`src/design/lkv_pkg.sv`:
```
// Shared constants and types of the LRU key-value cache.
package lkv_pkg;

    localparam int ENTRIES    = 16;
    localparam int KEY_BITS   = 32;
    localparam int VALUE_BITS = 32;

    localparam int IDX_BITS   = (ENTRIES > 1) ? $clog2(ENTRIES) : 1;
    localparam int AGE_BITS   = IDX_BITS;
    localparam int COUNT_BITS = $clog2(ENTRIES + 1);

    // Field widths on the ports.
    localparam int OPCODE_W    = 1;
    localparam int KEY_W       = 32;
    localparam int VALUE_W     = 32;
    localparam int OCCUPANCY_W = 5;
    localparam int CAPACITY_W  = 5;

    localparam int S_TDATA_W = KEY_W + VALUE_W;
    localparam int M_RAW_W   = 1 + VALUE_W + 1 + OCCUPANCY_W;
    localparam int M_TDATA_W = ((M_RAW_W + 7) / 8) * 8;

    localparam int PADDR_W = 3;
    localparam int PDATA_W = 32;

    // Register word indexes.
    localparam logic REG_CAPACITY = 1'b0;

    localparam logic [CAPACITY_W-1:0] CAPACITY_RESET = CAPACITY_W'(16);

    typedef enum logic [OPCODE_W-1:0] {
        OP_GET = 1'b0,
        OP_PUT = 1'b1
    } op_t;

    typedef logic [KEY_BITS-1:0]   key_t;
    typedef logic [VALUE_BITS-1:0] value_t;
    typedef logic [AGE_BITS-1:0]   age_t;
    typedef logic [IDX_BITS-1:0]   idx_t;
    typedef logic [COUNT_BITS-1:0] count_t;

endpackage

```
`src/design/lru_key_value_cache.sv`:
```
// Top level of the fully associative key-value cache with LRU replacement.
//
// The cache takes one get or put item per cycle on the s_ channel: s_tuser
// carries the opcode and s_tdata the key and the value. Every item yields
// exactly one result item on the m_ channel: the hit flag, the value read by a
// get hit, the eviction flag and the occupancy after the operation.
// An accepted item is held in an input register. While it is there its key
// is compared against all sixteen entries at once and the new recency ranks
// and the result are worked out. Once the output register is free or being
// emptied, the next edge updates the cache and loads the output register,
// which then offers the result. One item per cycle is sustained for as long as
// the receiver keeps m_tready high.
// When the receiver stalls, the finished result waits in the output register
// and the next item waits in the input register; s_tready then falls until the
// output register drains, so no item is lost or reordered.
// The capacity register (address 0 of the APB port, reset value 16) limits
// how many entries are held before the least recently used one is evicted; a
// capacity of zero behaves as one and values above sixteen behave as sixteen.
// Reset empties the cache at once: all valid bits, ranks and the fill count
// are cleared, and keys and values are simply overwritten as entries fill.
// Capacity should only be written while no item is in flight.
module lru_key_value_cache
    import lkv_pkg::*;
(
    input  logic                 aclk,
    input  logic                 aresetn,

    input  logic                 s_tvalid,
    output logic                 s_tready,
    input  logic [S_TDATA_W-1:0] s_tdata,   // [31:0] lookup_key, [63:32] put_value
    input  logic [OPCODE_W-1:0]  s_tuser,   // [0] opcode (0 get, 1 put)

    output logic                 m_tvalid,
    input  logic                 m_tready,
    output logic [M_TDATA_W-1:0] m_tdata,   // [0] hit, [32:1] read_value,
                                            // [33] evicted, [38:34] occupancy, rest zero

    input  logic                 psel,
    input  logic                 penable,
    input  logic                 pwrite,
    input  logic [PADDR_W-1:0]   paddr,
    input  logic [PDATA_W-1:0]   pwdata,
    output logic [PDATA_W-1:0]   prdata,
    output logic                 pready
);

    // Configuration register.
    logic [CAPACITY_W-1:0] capacity_reg;
    count_t                cap_eff;

    // Input register.
    logic   in_valid_reg;
    op_t    in_op_reg;
    key_t   in_key_reg;
    value_t in_value_reg;

    // Cache contents.
    logic   valid_reg [ENTRIES];
    key_t   key_reg   [ENTRIES];
    value_t value_reg [ENTRIES];
    age_t   age_reg   [ENTRIES];
    count_t count_reg;

    logic   valid_next [ENTRIES];
    key_t   key_next   [ENTRIES];
    value_t value_next [ENTRIES];
    age_t   age_next   [ENTRIES];
    count_t count_next;

    // Output register.
    logic                 m_valid_reg;
    logic [M_TDATA_W-1:0] m_data_reg;
    logic [M_TDATA_W-1:0] m_data_next;

    logic   process;
    logic   hit;
    logic   full;
    logic   evict;
    idx_t   match_idx;
    idx_t   victim_idx;
    idx_t   free_idx;
    idx_t   slot;
    age_t   oldest_age;
    value_t read_value;

    assign pready   = 1'b1;
    assign m_tvalid = m_valid_reg;
    assign m_tdata  = m_data_reg;

    // An item is worked on once the output register is free or being emptied.
    assign process  = in_valid_reg && (!m_valid_reg || m_tready);
    assign s_tready = !in_valid_reg || process;

    always_comb begin
        prdata = '0;
        if (paddr[2] == REG_CAPACITY) begin
            prdata = PDATA_W'(capacity_reg);
        end
    end

    // Capacity clamped to the range one to ENTRIES.
    always_comb begin
        if (capacity_reg == '0) begin
            cap_eff = COUNT_BITS'(1);
        end else if (32'(capacity_reg) > 32'(ENTRIES)) begin
            cap_eff = COUNT_BITS'(ENTRIES);
        end else begin
            cap_eff = COUNT_BITS'(capacity_reg);
        end
    end

    // Parallel match, victim and free-slot search. Ranks are unique among
    // valid entries, so the least recent entry is the one ranked count - 1.
    always_comb begin
        hit        = 1'b0;
        match_idx  = '0;
        victim_idx = '0;
        free_idx   = '0;
        oldest_age = AGE_BITS'(count_reg - COUNT_BITS'(1));
        for (int i = ENTRIES - 1; i >= 0; i--) begin
            if (valid_reg[i] && key_reg[i] == in_key_reg) begin
                hit       = 1'b1;
                match_idx = IDX_BITS'(i);
            end
            if (valid_reg[i] && age_reg[i] == oldest_age) begin
                victim_idx = IDX_BITS'(i);
            end
            if (!valid_reg[i]) begin
                free_idx = IDX_BITS'(i);
            end
        end
        full  = (count_reg >= cap_eff);
        evict = !hit && (in_op_reg == OP_PUT) && full;
        slot  = full ? victim_idx : free_idx;
    end

    assign read_value = (hit && in_op_reg == OP_GET) ? value_reg[match_idx] : '0;

    // Next contents of the cache.
    always_comb begin
        valid_next = valid_reg;
        key_next   = key_reg;
        value_next = value_reg;
        age_next   = age_reg;
        count_next = count_reg;
        if (process) begin
            if (hit) begin
                if (in_op_reg == OP_PUT) begin
                    value_next[match_idx] = in_value_reg;
                end
                for (int i = 0; i < ENTRIES; i++) begin
                    if (valid_reg[i] && age_reg[i] < age_reg[match_idx]) begin
                        age_next[i] = age_reg[i] + AGE_BITS'(1);
                    end
                end
                age_next[match_idx] = '0;
            end else if (in_op_reg == OP_PUT) begin
                for (int i = 0; i < ENTRIES; i++) begin
                    if (valid_reg[i] && IDX_BITS'(i) != slot) begin
                        age_next[i] = age_reg[i] + AGE_BITS'(1);
                    end
                end
                valid_next[slot] = 1'b1;
                key_next[slot]   = in_key_reg;
                value_next[slot] = in_value_reg;
                age_next[slot]   = '0;
                if (!full) begin
                    count_next = count_reg + COUNT_BITS'(1);
                end
            end
        end
    end

    always_comb begin
        m_data_next = '0;
        m_data_next[0]                                = hit;
        m_data_next[VALUE_W:1]                        = VALUE_W'(read_value);
        m_data_next[VALUE_W+1]                        = evict;
        m_data_next[VALUE_W+1+OCCUPANCY_W:VALUE_W+2]  = OCCUPANCY_W'(count_next);
    end

    // Control state.
    always_ff @(posedge aclk) begin
        if (!aresetn) begin
            capacity_reg <= CAPACITY_RESET;
            in_valid_reg <= 1'b0;
            m_valid_reg  <= 1'b0;
            count_reg    <= '0;
            for (int i = 0; i < ENTRIES; i++) begin
                valid_reg[i] <= 1'b0;
                age_reg[i]   <= '0;
            end
        end else begin
            if (psel && penable && pwrite && pready && paddr[2] == REG_CAPACITY) begin
                capacity_reg <= pwdata[CAPACITY_W-1:0];
            end
            if (s_tvalid && s_tready) begin
                in_valid_reg <= 1'b1;
            end else if (process) begin
                in_valid_reg <= 1'b0;
            end
            if (process) begin
                m_valid_reg <= 1'b1;
            end else if (m_tready) begin
                m_valid_reg <= 1'b0;
            end
            count_reg <= count_next;
            valid_reg <= valid_next;
            age_reg   <= age_next;
        end
    end

    // Payload registers.
    always_ff @(posedge aclk) begin
        if (s_tvalid && s_tready) begin
            in_op_reg    <= op_t'(s_tuser);
            in_key_reg   <= KEY_BITS'(s_tdata[KEY_W-1:0]);
            in_value_reg <= VALUE_BITS'(s_tdata[KEY_W+VALUE_W-1:KEY_W]);
        end
        if (process) begin
            m_data_reg <= m_data_next;
        end
        key_reg   <= key_next;
        value_reg <= value_next;
    end

endmodule

```
`config.mk`:
```
export PLATFORM = sky130hd
export DESIGN_NAME = lru_key_value_cache
export DESIGN_NICKNAME = d
export VERILOG_FILES = /design/src/design/lkv_pkg.sv /design/src/design/lru_key_value_cache.sv
export SDC_FILE = /design/constraint.sdc
export NUM_CORES = 2
export LEC_CHECK = 0
export BUFFER_PORTS_ARGS = -buffer_cell sky130_fd_sc_hd__buf_2
export CAP_MARGIN = 5
export CORE_MARGIN = 2
export CORE_UTILIZATION = 50
export CTS_CLUSTER_SIZE = 10
export DETAILED_ROUTE_END_ITERATION = 10
export PLACE_DENSITY_LB_ADDON = 0.1
export SYNTH_ARGS = -nofsm -noshare
export SYNTH_HDL_FRONTEND = slang
export SYNTH_SLANG_ARGS = --single-unit
```
`constraint.sdc`:
```
create_clock -name aclk -period 9.5 [get_ports aclk]
set_clock_uncertainty 0.15 [all_clocks]
set_input_delay 0.95 -clock aclk [delete_from_list [all_inputs] [get_ports aclk]]
set_output_delay 0.95 -clock aclk [all_outputs]
set_load 0.01 [all_outputs]
```
# --- Word level (Yosys, flattened, before mapping) ---
# Cells that the tools add are included.
totals:
  regBits: 1220
  output_inout_bits: 75
op_classes:
  bitwise_logic: 10
  magnitude_cmp: 22
  n_eq_ne: 47
  addsub: 18
  muxes: 212
  n_reduce_logical: 87
op_table:
  columns: ["operator", "n"]
  rows:
  - ["$bwmux W512", 3]
  - ["$mux W512", 3]
  - ["$mux W4", 165]
  - ["$eq A32 B32 Y1", 16]
  - ["$demux W32 S4", 2]
  - ["$and A64 B64 Y64", 2]
  - ["$bmux W32 S4", 1]
  - ["$mux W32", 4]
  - ["$mux W64", 2]
  - ["$not A64 Y64", 2]
  - ["$logic_and A1 B1 Y1", 74]
  - ["$add A4 B1 Y4 const B", 16]
  - ["$eq A4 B4 Y1", 16]
  - ["$lt A4 B4 Y1", 16]
  - ["$mux W5", 7]
  - ["$demux W4 S4", 2]
  - ["$ne A4 B4 Y1 const A", 8]
  - ["$mux W1", 21]
  - ["$bmux W4 S4", 1]
  - ["$ne A3 B4 Y1 const A", 4]
  - ["$or A16 B16 Y16", 1]
  - ["$ge A5 B5 Y1 const B", 2]
  - ["$lt A5 B1 Y1 const B", 2]
  - ["$not A4 Y5", 2]
  - ["15 further kinds", 24]

# --- Longest topological paths before layout ---
depth:
  depth_word: 29
  mapped_depth: 27

# --- Worst setup path before layout ---
# Ideal clock, no wire load.
synth_path:
  kind: "register -> register"
  start: "reg, netlist name count_reg[0]"
  end: "reg value_reg[384] (netlist bit), enable pin"
  period_less_slack_ns: 7.090
  setup_time_ns: 0.468
  arrival_ns: 6.472
  stages_incl_launch_ff: 18
  required_ns: 8.882
  slack_ns: 2.410
  cell_sequence: "dfxtp_1 > buf_2 > buf_1 > inv_1 > ha_1 > clkbuf_1 > xnor2_1 > xnor2_1 > o32ai_1 > nor3_1 > and4b_1 > nand2_1 > a211oi_1 > nand3_1 > nand2_1 > clkbuf_1 > clkbuf_1 > nor3b_1"
synth_rtl:
  columns: ["element", "line_no", "source"]
  rows:
  - ["end signal: assignment", "lru_key_value_cache.sv:224", "value_reg <= value_next;"]
  - ["end: declaration", "lru_key_value_cache.sv:60", "value_t value_reg [ENTRIES];"]

# --- Final worst setup path ---
layout_path:
  start: "reg in_key_reg[9]"
  end: "reg age_reg[19] (netlist bit)"
layout_between:
  elab_chain_len: 29
layout_rtl:
  columns: ["element", "line_no", "source"]
  rows:
  - ["start: declaration", "lru_key_value_cache.sv:54", "key_t in_key_reg;"]
  - ["start signal: assignment", "lru_key_value_cache.sv:217", "in_key_reg <= KEY_BITS'(s_tdata[KEY_W-1:0]);"]
  - ["$eq A32 B32 Y1", "lru_key_value_cache.sv:121", "if (valid_reg[i] && key_reg[i] == in_key_reg) begin"]
  - ["$logic_and A1 B1 Y1", "lru_key_value_cache.sv:121", null]
  - ["$mux W4 (16 in a row)", "lru_key_value_cache.sv:121", null]
  - ["$not A4 Y5 (implied by the code)", "lru_key_value_cache.sv:152, lru_key_value_cache.sv:156", null]
  - ["$bmux W4 S4", "lru_key_value_cache.sv:152", "if (valid_reg[i] && age_reg[i] < age_reg[match_idx]) begin"]
  - ["$mux W4 (implied by the code) (2 in a row)", "lru_key_value_cache.sv:152", null]
  - ["$lt A4 B4 Y1", "lru_key_value_cache.sv:152", null]
  - ["$logic_and A1 B1 Y1", "lru_key_value_cache.sv:152", null]
  - ["$mux W4", "lru_key_value_cache.sv:152", null]
  - ["$mux W4", "lru_key_value_cache.sv:147", "if (hit) begin"]
  - ["$mux W4", "lru_key_value_cache.sv:146", "if (process) begin"]
  - ["$and A64 B64 Y64 (no source line)", null, null]
  - ["$mux W64", "lru_key_value_cache.sv:147", null]
  - ["end signal: assignment", "lru_key_value_cache.sv:209", "age_reg <= age_next;"]
  - ["end: declaration", "lru_key_value_cache.sv:61", "age_t age_reg [ENTRIES];"]
# Parallel ways exist; a longest one is shown, timed or not. The select of a mux whose other input is x is not followed.
# A chain may end at the register's enable or synchronous reset.

==> metrics.md <==
| Metric | Value |
|---|---|
| Status | finished clean |
| Synthesis-to-finish area growth | 11.3% |
| CTS Buf Count | roughly 140 |
| Post-DRT Antenna Nets | 0 |
| CTS tree | yes |
| Synth top area cells | edfxtp_1 (56%), xor2_1 (6.7%), and2_1 (4.2%) |
| Worst-path fanout max | 16 |
| Die ar. | between 100000 and 150000 um2 |
| Mean Syn Cell Area | 12.3 um2 |
| Reg clk slew, reported paths | around 0.05 ns |
| Post-route minimum period | roughly 8 ns |
| Dpl ws | ~1.6 ns |
| Worst min path class | primary input to flip-flop |
| Post-CTS Setup Inserts | 0 |
| Hold Vio Cnt, Final | 0 |
| Synth Register Bits | around 1200 |
| Worst setup margin | between 1 and 1.5 ns |
| Cell taking the most area after synthesis | edfxtp_1 |
| Buffers on Ports | roughly 120 |
| GRT overflow | 0 |
| F_max | between 100 and 150 MHz |
| Reg-to-reg slack, setup | about 1.4 ns |
| Nets | between 5000 and 6000 |
| Post-Route Utilization | 56.2% |
| Sequential area share after synthesis | 58.8% |
| Slew Limit Fails | 0 |
| Netlist cell types | 97 |
| Post_cts resized | 0 |
| Crit path to | age_reg[19] |
| CP startpoint | in_key_reg[9] |
| I/O pin cnt | between 150 and 200 |
| Detailed Place HPWL | around 110000 um |
| Synth Warn # | 0 |
| Chip Height | approximately 350 um |
| Post-synth top area share | 55.7% |
| # hold bufs at CTS | 0 |
| Max Root-Sink Buffers | 3 |
| Commonest cells post-synth | edfxtp_1 (1128), xor2_1 (467), and2_1 (411), nor2_1 (270), a21oi_1 (229) |
| Cells after Synth | roughly 5000 |
| Via count | just over 40000 |
| WP data required | about 10 ns |
| PwrDens | 167 nW/um2 |
| CTS sink cnt | between 1000 and 1500 |
| Synth Flop Type | edfxtp_1 |
| Design area | between 60000 and 70000 um2 |
| Hold Path Depth | 1 |
| Vias in the first global route | between 40000 and 50000 |
| Critical Path Source Type | flip-flop |
| Rows | approximately 130 |
| DRC Markers | 0 |
| R2r startpoint | in_key_reg[9] |
| Synthesized area | about 61000 um2 |
| MaxCap Viol Count | 0 |
| Layout cells sized above 1 | around an eighth |
| Worst Setup End Kind | flip-flop |
| Crit path kind | flip-flop to flip-flop |
| Max-Slew Margin vs Limit | approximately 14% |
| Drt initial violations | between 4000 and 5000 |
| Largest net degree at the start of global routing | 61 |
| Count leader, synth | edfxtp_1 |
| Buf+Inv Stages, Crit Path | 1 |
| Worst slew pin tran | approximately 1.3 ns |
| Die Wd | 353 um |
| Core Area | approximately 120000 um2 |
| Slowest cell on crit path | edfxtp_1 |
| Levels on crit path | 20 |
| Worst vdd ir | around 190 uV |
| Unrepaired setup endpoints after global routing | false |
| Most frequent CP cell | o21ai_0 |
| Placed Area | about 64000 um2 |
| Final Setup Violations | 0 |
| Gpl congestion | between 0.9 and 1 |
| Post-synth EDFFs | approximately 1100 |
| Setup TNS | 0 ns |
| Fill cell count | ~10000 |
| Post-DR vias/cell | 6.14 |
| Worst R2R End | age_reg[19] |
| All-Layer GR Usage | approximately 30% |
| Final hold slack | 0.204 ns |
| Initial Utilization | 50.5% |
| Tcrit/Tclk final | between 80% and 90% |
| Leakage power | ~24 nW |
| WP data arrival | 8.59 ns |
| Initial antenna violation count | 3 |
| Routed wire length | ~190000 um |
| CP Cell Sequence | buf_4, xor2_1, nor4_1, nand4_1, nor4_1, nor2_1, o21ai_0, o21ai_0, nor2_1, a21oi_1, nand2_1, o21ai_0, a22oi_1, nand2_1, ha_1, nand2b_1, or4_1, o21ai_0, nand4_1, a211oi_1 |
| Routed wire per std cell | between 20 and 30 um |
| DRT Pass-1 Iters | 6 |
| # H-tree levels | 4 |
| Skew-Pair Late Insertion Delay | ~0.78 ns |
| R2r worst-path depth | 20 |
| First-pass GRT wire length | around 270000 um |
| CP top delay family | simple AND/OR/NAND/NOR gates |
| FFs w/ async S/R, synth | 0% |
| Largest stage delay, worst path | 0.88 ns |
| Root buffer cell | clkbuf_16 |
[final cells by class]
type / instances / area (um2) / area share (%)
Clock buffer: 207 / 3890 / 5.75
Inverter: 45 / 169 / 0.250
Antenna cell: 2 / 5.00 / 0.00740
Sequential cell: 1220 / 35700 / 52.8
Multi-Input combinational cell: 3341 / 23700 / 35.0
Timing Repair Buffer: 306 / 2060 / 3.05
Clock inverter: 13 / 108 / 0.159
Tap cell: 1612 / 2020 / 2.98
[placed cells by master (no fill, tap or decap), drive strengths merged, types with 91 or more instances in the layout]
master / netlist / layout
and3: 124 / 124
a21oi: 229 / 229
mux2i: 202 / 202
nor4: 199 / 199
mux2: 103 / 103
xor2: 467 / 467
nor2: 270 / 270
xnor2: 91 / 91
clkbuf: 214 / 207
o21ai: 118 / 118
buf: 137 / 306
edfxtp: 1128 / 1128
and2: 413 / 413
dfxtp: 92 / 92
nand2: 222 / 222
[cells by family (layout without fill, tap and decap cells)]
| group | Yosys count | after routing | share of synthesized area (%) |
|---|---|---|---|
| other | 2 | 31 | 0.0124 |
| adders and majority gates | 71 | 71 | 1.46 |
| DFF | 1220 | 1220 | 58.8 |
| AOI/OAI and AO/OA | 666 | 666 | 7.11 |
| muxes | 305 | 305 | 5.24 |
| xor gates and xnor gates | 579 | 579 | 8.83 |
| buffers and inverters | 396 | 571 | 3.04 |
| and+or+nand+nor | 1691 | 1691 | 15.5 |
[metrics by stage]
step                      std cells  power, mW
after floorplan                4957       6.32
after global placement         6524       6.52
after detailed placement       6524       6.53
after CTS                      6744       11.4
after global routing           6744       11.6
final                          6746       11.3
[per-layer routing]
metal	vias up	global-route usage, %	share of wire (%)
met5	-	0	0
met2	1913	47.9	47
met4	0	12.6	4.1
met1	20612	38.8	41
met3	399	5.37	8.0
li1	18470	-	-
[worst reg2reg max path, stage by stage (launching register included)]
cell and delay (ns):
edfxtp_1 0.88, buf_4 0.44, xor2_1 0.16, nor4_1 0.30, nand4_1 0.19, nor4_1 0.64
nor2_1 0.08, o21ai_0 0.74, o21ai_0 0.67, nor2_1 0.30, a21oi_1 0.06, nand2_1 0.09
o21ai_0 0.19, a22oi_1 0.27, nand2_1 0.78, ha_1 0.53, nand2b_1 0.15, or4_1 0.40
o21ai_0 0.55, nand4_1 0.17, a211oi_1 0.26
[where the power goes]
group          total (mW)  internal (mW)  switching [mW]  leakage, nW
clock network        4.91           2.81            2.09         1.93
registers            5.96           5.87          0.0842         11.6
logic               0.469          0.158           0.310         10.1
[worst min-delay path by stage]
stage	start	to
finish	s_tdata[19]	in_key_reg[19]
global route	s_tdata[15]	in_key_reg[15]
CTS	s_tdata[19]	in_key_reg[19]
detailed placement	in_valid_reg	m_tvalid
global placement	in_valid_reg	m_tvalid
floorplan	age_reg[51]	age_reg[51]
(Power assumes the default switching activity.)
